==> src/hdl/b64d_pkg.sv <==
// ----------------------------------------------------------------------------
// b64d_pkg
// shared types and constants of the base64 stream decoder
// ----------------------------------------------------------------------------
package b64d_pkg;

    localparam int CHAR_W             = 8;
    localparam int BYTE_W             = 8;
    localparam int KIND_W             = 2;
    localparam int GROUP_W            = 24;
    localparam int GROUP_DEPTH_DEFAULT = 4;

    // result kind codes carried on tuser
    typedef enum logic [KIND_W-1:0] {
        KIND_DATA  = 2'd0,
        KIND_END   = 2'd1,
        KIND_ERROR = 2'd2
    } kind_t;

    // one decoded group: up to three results from a single character
    typedef struct packed {
        logic [GROUP_W-1:0] num;    // bytes, first result in the top bits
        logic [1:0]         count;  // number of results, 1..3
        kind_t              kind;
        logic               last;   // set when the final result of the group ends the stream
    } group_t;

endpackage

==> src/hdl/b64d_group_unit.sv <==
// ----------------------------------------------------------------------------
// b64d_group_unit
// character mapping and group state; emits one group per ending character
// ----------------------------------------------------------------------------
module b64d_group_unit
(
    input  logic                         clk,
    input  logic                         rst_n,
    input  logic                         accept,
    input  logic [b64d_pkg::CHAR_W-1:0]  char_code,
    input  logic                         end_of_input,
    output logic                         push,
    output b64d_pkg::group_t             group
);
    import b64d_pkg::*;

    localparam logic [CHAR_W-1:0] CHAR_PAD     = 8'h3D;
    localparam logic [CHAR_W-1:0] CHAR_UPPER_A = 8'h41;
    localparam logic [CHAR_W-1:0] CHAR_UPPER_Z = 8'h5A;
    localparam logic [CHAR_W-1:0] CHAR_LOWER_A = 8'h61;
    localparam logic [CHAR_W-1:0] CHAR_LOWER_Z = 8'h7A;
    localparam logic [CHAR_W-1:0] CHAR_DIGIT_0 = 8'h30;
    localparam logic [CHAR_W-1:0] CHAR_DIGIT_9 = 8'h39;
    localparam logic [CHAR_W-1:0] CHAR_PLUS    = 8'h2B;
    localparam logic [CHAR_W-1:0] CHAR_SLASH   = 8'h2F;

    logic [17:0]        group_bits_reg, group_bits_next;
    logic [1:0]         group_position_reg, group_position_next;
    logic [1:0]         pad_count_reg, pad_count_next;
    logic               finished_reg, finished_next;

    logic [5:0]         val;
    logic               is_pad;
    logic               bad;
    logic [2:0]         pads;
    logic [2:0]         pads_tot;
    logic [2:0]         missing;
    logic [2:0]         n;
    logic [GROUP_W-1:0] acc;
    logic [GROUP_W-1:0] num;
    logic               done;

    // alphabet lookup
    always_comb
    begin
        is_pad = 1'b0;
        bad    = 1'b0;
        val    = '0;
        if (char_code == CHAR_PAD)
        begin
            is_pad = 1'b1;
        end
        else if (char_code >= CHAR_UPPER_A && char_code <= CHAR_UPPER_Z)
        begin
            val = 6'(char_code - CHAR_UPPER_A);
        end
        else if (char_code >= CHAR_LOWER_A && char_code <= CHAR_LOWER_Z)
        begin
            val = 6'(char_code - CHAR_LOWER_A + 8'd26);
        end
        else if (char_code >= CHAR_DIGIT_0 && char_code <= CHAR_DIGIT_9)
        begin
            val = 6'(char_code - CHAR_DIGIT_0 + 8'd52);
        end
        else if (char_code == CHAR_PLUS)
        begin
            val = 6'd62;
        end
        else if (char_code == CHAR_SLASH)
        begin
            val = 6'd63;
        end
        else
        begin
            bad = 1'b1;
        end
    end

    // group assembly, missing positions of a short group count as pads
    always_comb
    begin
        pads = {1'b0, pad_count_reg} + {2'b00, is_pad};
        acc  = {group_bits_reg, val};
        n    = {1'b0, group_position_reg} + 3'd1;
        case (n)
            3'd1:
            begin
                num     = {acc[5:0], 18'd0};
                missing = 3'd3;
            end
            3'd2:
            begin
                num     = {acc[11:0], 12'd0};
                missing = 3'd2;
            end
            3'd3:
            begin
                num     = {acc[17:0], 6'd0};
                missing = 3'd1;
            end
            default:
            begin
                num     = acc;
                missing = 3'd0;
            end
        endcase
        pads_tot = pads + missing;
    end

    always_comb
    begin
        group_bits_next     = group_bits_reg;
        group_position_next = group_position_reg;
        pad_count_next      = pad_count_reg;
        finished_next       = finished_reg;
        push                = 1'b0;
        done                = 1'b0;
        group.num           = '0;
        group.count         = 2'd1;
        group.kind          = KIND_DATA;
        group.last          = 1'b0;

        if (accept)
        begin
            if (finished_reg)
            begin
                // ignore until an end-flagged character rearms decoding
                if (end_of_input)
                begin
                    finished_next = 1'b0;
                end
            end
            else if (bad)
            begin
                push                = 1'b1;
                group.kind          = KIND_ERROR;
                group.last          = 1'b1;
                group_bits_next     = '0;
                group_position_next = '0;
                pad_count_next      = '0;
                finished_next       = !end_of_input;
            end
            else if (n < 3'd4 && !end_of_input)
            begin
                group_bits_next     = acc[17:0];
                group_position_next = n[1:0];
                pad_count_next      = pads[1:0];
            end
            else
            begin
                push = 1'b1;
                if (pads_tot > 3'd2)
                begin
                    group.kind = KIND_END;
                    group.last = 1'b1;
                    done       = 1'b1;
                end
                else
                begin
                    done        = (pads_tot != 3'd0) || end_of_input;
                    group.num   = num;
                    group.count = 2'(3'd3 - pads_tot);
                    group.last  = done;
                end
                group_bits_next     = '0;
                group_position_next = '0;
                pad_count_next      = '0;
                finished_next       = done && !end_of_input;
            end
        end
    end

    always_ff @(posedge clk or negedge rst_n)
    begin
        if (!rst_n)
        begin
            group_bits_reg     <= '0;
            group_position_reg <= '0;
            pad_count_reg      <= '0;
            finished_reg       <= 1'b0;
        end
        else
        begin
            group_bits_reg     <= group_bits_next;
            group_position_reg <= group_position_next;
            pad_count_reg      <= pad_count_next;
            finished_reg       <= finished_next;
        end
    end

endmodule

==> src/hdl/base64_stream_decoder.sv <==
// ----------------------------------------------------------------------------
// base64_stream_decoder
// streaming base64 decoder, one character in, decoded bytes out
// ----------------------------------------------------------------------------
// usage
//   slave side s_*: one character per item in s_tdata, s_tlast marks the
//   final character of an encoded stream
//   master side m_*: one result per item; m_tdata is the decoded byte,
//   m_tuser the kind (data, stream ended without byte, invalid character),
//   m_tlast flags the final result of a decoded stream
// throughput
//   one character accepted every cycle while the group queue has room;
//   the results of a character go into the group queue when it is taken
//   and leave from the queue head at one per cycle while m_tready is high
//   a character yields 0 to 3 results; the group queue of GROUP_DEPTH
//   entries absorbs the three-byte bursts, so s_tready drops only when
//   GROUP_DEPTH groups are waiting to be drained
// reset
//   rst_n clears the group state, the queue and the output position;
//   decoding is active afterward
// receiver stall
//   with m_tready low the current result holds steady; characters keep
//   flowing in until the queue fills
// ----------------------------------------------------------------------------
module base64_stream_decoder
#(
    parameter int GROUP_DEPTH = b64d_pkg::GROUP_DEPTH_DEFAULT
)
(
    input  logic                         clk,
    input  logic                         rst_n,
    input  logic                         s_tvalid,
    output logic                         s_tready,
    input  logic [b64d_pkg::CHAR_W-1:0]  s_tdata,   // char_code
    input  logic                         s_tlast,   // end_of_input
    output logic                         m_tvalid,
    input  logic                         m_tready,
    output logic [b64d_pkg::BYTE_W-1:0]  m_tdata,   // data_byte
    output logic [b64d_pkg::KIND_W-1:0]  m_tuser,   // kind
    output logic                         m_tlast    // last
);
    import b64d_pkg::*;

    localparam int PTR_W = (GROUP_DEPTH > 1) ? $clog2(GROUP_DEPTH) : 1;
    localparam int CNT_W = $clog2(GROUP_DEPTH + 1);

    logic       s_fire;
    logic       m_fire;
    logic       push;
    logic       pop;
    group_t     new_group;
    group_t     head;

    // queue of decoded groups
    group_t     group_reg [GROUP_DEPTH];
    logic [PTR_W-1:0] wr_ptr_reg, wr_ptr_next;
    logic [PTR_W-1:0] rd_ptr_reg, rd_ptr_next;
    logic [CNT_W-1:0] count_reg, count_next;
    // position of the current result inside the head group
    logic [1:0] sub_reg, sub_next;

    assign s_tready = (count_reg != CNT_W'(GROUP_DEPTH));
    assign s_fire   = s_tvalid && s_tready;

    b64d_group_unit u_group_unit
    (
        .clk          (clk),
        .rst_n        (rst_n),
        .accept       (s_fire),
        .char_code    (s_tdata),
        .end_of_input (s_tlast),
        .push         (push),
        .group        (new_group)
    );

    assign head     = group_reg[rd_ptr_reg];
    assign m_tvalid = (count_reg != '0);
    assign m_fire   = m_tvalid && m_tready;
    assign m_tuser  = head.kind;
    assign m_tlast  = head.last && (sub_reg == head.count - 2'd1);
    assign pop      = m_fire && (sub_reg == head.count - 2'd1);

    // byte select, first result from the top of the group
    always_comb
    begin
        case (sub_reg)
            2'd0:    m_tdata = head.num[23:16];
            2'd1:    m_tdata = head.num[15:8];
            default: m_tdata = head.num[7:0];
        endcase
    end

    always_comb
    begin
        wr_ptr_next = wr_ptr_reg;
        rd_ptr_next = rd_ptr_reg;
        count_next  = count_reg;
        sub_next    = sub_reg;
        if (push)
        begin
            wr_ptr_next = (wr_ptr_reg == PTR_W'(GROUP_DEPTH - 1)) ? '0 : wr_ptr_reg + PTR_W'(1);
        end
        if (pop)
        begin
            rd_ptr_next = (rd_ptr_reg == PTR_W'(GROUP_DEPTH - 1)) ? '0 : rd_ptr_reg + PTR_W'(1);
            sub_next    = '0;
        end
        else if (m_fire)
        begin
            sub_next = sub_reg + 2'd1;
        end
        if (push && !pop)
        begin
            count_next = count_reg + CNT_W'(1);
        end
        else if (pop && !push)
        begin
            count_next = count_reg - CNT_W'(1);
        end
    end

    always_ff @(posedge clk or negedge rst_n)
    begin
        if (!rst_n)
        begin
            wr_ptr_reg <= '0;
            rd_ptr_reg <= '0;
            count_reg  <= '0;
            sub_reg    <= '0;
        end
        else
        begin
            wr_ptr_reg <= wr_ptr_next;
            rd_ptr_reg <= rd_ptr_next;
            count_reg  <= count_next;
            sub_reg    <= sub_next;
        end
    end

    // queue payload, no reset needed
    always_ff @(posedge clk)
    begin
        if (push)
        begin
            group_reg[wr_ptr_reg] <= new_group;
        end
    end

endmodule

==> config.mk <==
export PLATFORM = sky130hd
export DESIGN_NAME = base64_stream_decoder
export DESIGN_NICKNAME = d
export VERILOG_FILES = /design/src/hdl/b64d_pkg.sv /design/src/hdl/b64d_group_unit.sv /design/src/hdl/base64_stream_decoder.sv
export SDC_FILE = /design/constraint.sdc
export NUM_CORES = 1
export LEC_CHECK = 0
export ABC_CLOCK_PERIOD_IN_PS = 2910
export BUFFER_PORTS_ARGS = -buffer_cell sky130_fd_sc_hd__buf_2
export CORE_ASPECT_RATIO = 2
export CORE_MARGIN = 1.5
export CORE_UTILIZATION = 52
export DETAILED_ROUTE_END_ITERATION = 8
export PLACE_DENSITY = 0.71
export SYNTH_ARGS = -nofsm -noshare
export SYNTH_HDL_FRONTEND = slang
export SYNTH_SLANG_ARGS = --single-unit
==> constraint.sdc <==
create_clock -name clk -period 2.91 [get_ports clk]
set_clock_uncertainty 0.05 [all_clocks]
set_input_delay 0.1455 -clock clk [delete_from_list [all_inputs] [get_ports clk]]
set_output_delay 0.1455 -clock clk [all_outputs]
set_load 0.05 [all_outputs]
* Word-level counts from Yosys, hierarchy flattened
Memories as Yosys holds them, arrays and structs flattened.
Cells that the tools add are included.
** Word-level totals
- Bits in registers :: 32
- Latch bits :: 0
- RAM bits :: 116
- Memory bits (read-only) :: 0
- Input bits :: 13
- Output and inout bits :: 13
- Memories kept :: 1
** Memories
- group_reg :: depth 4, width 29, read ports 1, clocked after memory_dff 0, write ports 1, RTL line base64_stream_decoder.sv:55 : group_t group_reg [GROUP_DEPTH];
** Operators by class
- $add $sub $neg :: 15
- Multipliers :: 0
- Div/mod/pow operators :: 0
- $lt $le $gt $ge :: 8
- Eq/ne operators :: 11
- Shift operators :: 0
- Multiplexer cells :: 50
- Bitwise logic cells :: 1
- Reduce and logical (&&, ||, !) cells :: 21
** Operators with widths (count)
- $mux W29 :: 3
- $pmux W24 S3 :: 1
- $mux W26 :: 2
- $mux W18 :: 2
- $mux W6 :: 6
- $eq A8 B6 Y1 const B :: 3
- $mux W1 :: 23
- $ge A8 B7 Y1 const B :: 2
- $le A8 B7 Y1 const B :: 2
- $mux W2 :: 8
- $pmux W8 S2 :: 1
- $sub A6 B6 Y6 const B :: 2
- $logic_and A1 B1 Y1 :: 11
- $mux W3 :: 3
- $ge A8 B6 Y1 const B :: 1
- $le A8 B6 Y1 const B :: 1
- $add A2 B1 Y2 const B :: 3
- $add A6 B5 Y6 const B :: 1
- $add A6 B6 Y6 const B :: 1
- $eq A3 B2 Y1 const B :: 2
- $pmux W2 S3 :: 1
- $reduce_bool A3 Y1 :: 2
- $sub A6 B1 Y6 const B :: 1
- $eq A2 B2 Y1 const B :: 2
- 19 further kinds :: 22

* Logic depth before layout (Yosys ltp)
- Word-level depth :: 15
- Mapped depth :: 16
- Depth with buffers taken out :: 13

* By module
A second synthesis with hierarchy kept.
** Unflattened totals
- Cells, all modules :: 495
- Area, all modules :: 7034.2 um2
** Modules (own cells, without submodules)
- base64_stream_decoder :: instances 1, cells each 230, area each 4914.7 um2, seq. area each 3708.6 um2
- b64d_group_unit :: instances 1, cells each 265, area each 2119.5 um2, seq. area each 575.6 um2

* Worst setup path before layout
OpenSTA, ideal clock, no wires.
- Path kind :: in2reg
- Start :: input s_tdata[6] (netlist name)
- End :: memory group_reg[0][27] (netlist name) (data pin)
- Setup time :: 230 ps
- Data arrival time :: 2896 ps
- Setup slack :: -266 ps
- Stages :: 12
- Buffers on the path :: 0
- Cell sequence :: or3b_4 > nor2_8 > nand3_1 > inv_1 > ha_1 > ha_1 > fa_1 > xor2_1 > a21oi_1 > and2_1 > nand3_4 > a221oi_1
** RTL lines
- start: declaration :: RTL line base64_stream_decoder.sv:34 : input logic [b64d_pkg::CHAR_W-1:0] s_tdata,
- end: declaration :: RTL line base64_stream_decoder.sv:55

==> metrics.csv <==
stage,metric,value,unit
sta,fmax,360,MHz
synth,syn_inst,504,
clock_tree,cts_inserted_buffers,17,
global_route,grt_pass1_vias,4794,
sta,period_minus_slack,2780,ps
worst_setup_path,cp-endpoint,group_reg[0][27]$_DFFE_PP_,
clock_tree,clk_latency,410,ps
placement,dp.cells,707,
clock_tree,ctsLongestPathBuffers,2,
synth,ys_seq_area_frac,0.594,
layout,drive_gt1_frac,0.344,
clock_tree,cts.clk_slew.worst_paths,60,ps
synth,yosys_warnings,0,
layout,register_area,4290,um^2
worst_setup_path,cp-startpoint,u_group_unit.group_position_reg[0]$_DFFE_PN0P_,
placement,port_buffers,25,
route,wl_per_cell,22.2,um
layout,multi_input_area,2880,um^2
global_route,grtUsageMet3,0.0345,
floorplan,die-width,86.3,um
clock_tree,htree_num_levels,4,
worst_setup_path,slowest_delay,410,ps
synth,ys_seq_elements,148,
clock_tree,cts_tree,yes,
clock_tree,root_buffer,clkbuf_16,
global_route,met1_usage,0.271,
synth,syn_avg_cell_area,14.3,um^2
synth,syn_nets,543,
synth,dominantRegCellSynth,edfxtp_1,
worst_setup_path,crit_path_end_kind,flop,
synth,synth.distinct_cells,69,
worst_setup_path,ff2ff_path_depth,11,
sta,tightestPinTransition,773,ps
worst_setup_path,worst-setup-path-type,reg2reg,
layout,fin_cells,745,
sta,whs,89.1,ps
floorplan,coreArea,13500,um^2
route,drt-pass1-iter-count,5,
clock_tree,clock-sinks,148,
route,remaining_drc_errors,0,
worst_setup_path,regToRegSetupSlack,130,ps
layout,design_area,8730,um^2
sta,relSlewSlack,0.485,
worst_setup_path,crit_path_start_kind,flop,
placement,dp_slack,-177,ps
floorplan,die_area,14600,um^2
route,vias_per_cell,6.29,
global_route,grt_use_total,0.240,
run_status,status,completed,
route,first_iter_violations,302,
pwr,powerDensity,863,nW/um^2
worst_setup_path,cp.required,3070,ps
floorplan,initial_core_util,0.534,
worst_setup_path,r2r_end,group_reg[0][27]$_DFFE_PP_,
layout,fillCellCount,951,
pwr,ir_worst_vdd,440,uV
layout,largest_register_ffs,116,
placement,place_hpwl,11500,um
worst_setup_path,cp_cell_sequence,"inv_2, ha_2, or2_2, ha_1, fa_2, xor2_1, a21oi_2, and2_4, nand3_4, buf_12, a221oi_4",
route,route.vias.total,4683,
sta,setup_viol,0,
global_route,grt_start_max_net_pins,33,
floorplan,io_pins,26,
sta,drv_slew,0,
synth,netlist_area,7220,um^2
route,wl,16500,um
worst_setup_path,cp.arrival,2950,ps
global_route,antenna_found_initial,0,
placement,gp_congestion,0.931,
sta,rsz0062_at_grt,false,
synth,synth_edf_count,116,
worst_hold_path,hp-class,in2reg,
placement,dpl_cell_area,7960,um^2
worst_setup_path,worstPathMaxFanout,14,
sta,fin_ws,129,ps
global_route,busiest_layer,met2,
global_route,gr-usage-met2,0.442,
sta,period_share,0.956,
route,detail-route-antenna-nets,0,
layout,fin_nets,616,
run,maxCapViolCount,0,
worst_setup_path,timing.rr.start,u_group_unit.group_position_reg[0]$_DFFE_PN0P_,
worst_setup_path,crit_slowest_cell,dfrtp_1,
floorplan,die_h,170,um
synth,async_flop_share,0.216,
pwr,p_leak,3.27,nW
layout,area_delta_synth_final,21.0,%
global_route,overflow,0,
global_route,grt_pass1_wl,26200,um
floorplan,rows,60,
sta,hold_viol_final,0,
layout,antenna_cells,0,
## critical path, delay by kind of cell (launching register included)
family | cells | cell delay [ps]
DFF | 1 | 410
and+or+nand+nor | 3 | 560
adders and majority gates | 3 | 750
buffers and inverters | 2 | 240
xor gates and xnor gates | 1 | 170
AOI/OAI and AO/OA | 2 | 380
## per-stage QoR
step                      power, mW  setup TNS (ps)  utilization
after global routing           7.86               0        0.646
after detailed placement       5.18           -9570        0.589
after global placement         5.09           -2010        0.589
final                          7.53               0        0.646
after CTS                      7.59               0        0.641
after floorplan                4.49               0            -
## where the power goes
group	internal (mW)	switching, mW
clock	1.53	0.874
sequential	2.52	0.142
combinational	0.942	1.52
## final cells by class
cell class	instances	area share
inverters	28	0.0123
well taps	155	0.0222
flip-flops and latches	148	0.491
clock buffers	18	0.0491
clock inverters	14	0.0256
multi-input cells	301	0.330
repair buffers	81	0.0702
## worst min path at each step
stage             from                                          end  depth (start not counted)
2_1_floorplan    rst_n                     count_reg[0]$_DFFE_PN0P_                          0
3_3_place_gp     rst_n  u_group_unit.group_bits_reg[15]$_DFFE_PN0P_                          1
3_5_place_dp     rst_n   u_group_unit.group_bits_reg[9]$_DFFE_PN0P_                          1
4_1_cts        s_tlast        u_group_unit.finished_reg$_DFFE_PN0P_                          3
5_1_grt        s_tlast        u_group_unit.finished_reg$_DFFE_PN0P_                          3
6_report       s_tlast        u_group_unit.finished_reg$_DFFE_PN0P_                          3
## synthesized netlist by cell type (all sizes together), types with 6 or more instances
library cell	number	area, um^2
a21oi	16	114
a221oi	6	58.8
a22o	15	131
a22oi	10	75.1
a31oi	10	83.8
and2	7	43.8
and3	10	67.6
buf	21	121
clkbuf	6	22.5
dfrtp	32	801
edfxtp	116	3480
ha	24	300
inv	28	105
mux4	29	653
nand2	27	111
nand3	21	128
nor2	31	133
nor3	8	51.3
o21ai	18	90.1
## cell usage in the layout (no fill, tap or decap), drive strengths merged, types with 15 or more instances in the layout
cell	instances
a21oi	16
a22o	15
buf	79
clkbuf	18
dfrtp	32
edfxtp	116
ha	24
inv	31
mux4	29
nand2	27
nand3	21
nor2	31
o21ai	18
## cell families after synthesis
kind of cell | synth area share
flops | 0.594
simple gates | 0.0972
compound gates | 0.118
buf+inv | 0.0345
mux | 0.0993
fa+ha+maj | 0.0471
xor+xnor | 0.0107
## timing repair
action,CTS,global route
setup endpoints to repair,8,76
buffers inserted,0,4
gates resized for setup,3,12
hold buffers,2,0
pin swaps,0,0
hold endpoints to repair,34,0
## metal layers
| metal | wire length (um) | vias to the layer above |
|---|---|---|
| li1 | - | 2114 |
| met1 | 6140 | 2382 |
| met2 | 9360 | 144 |
| met3 | 461 | 43 |
| met4 | 564 | 0 |
| met5 | 0 | - |
(Power assumes the default switching activity.)
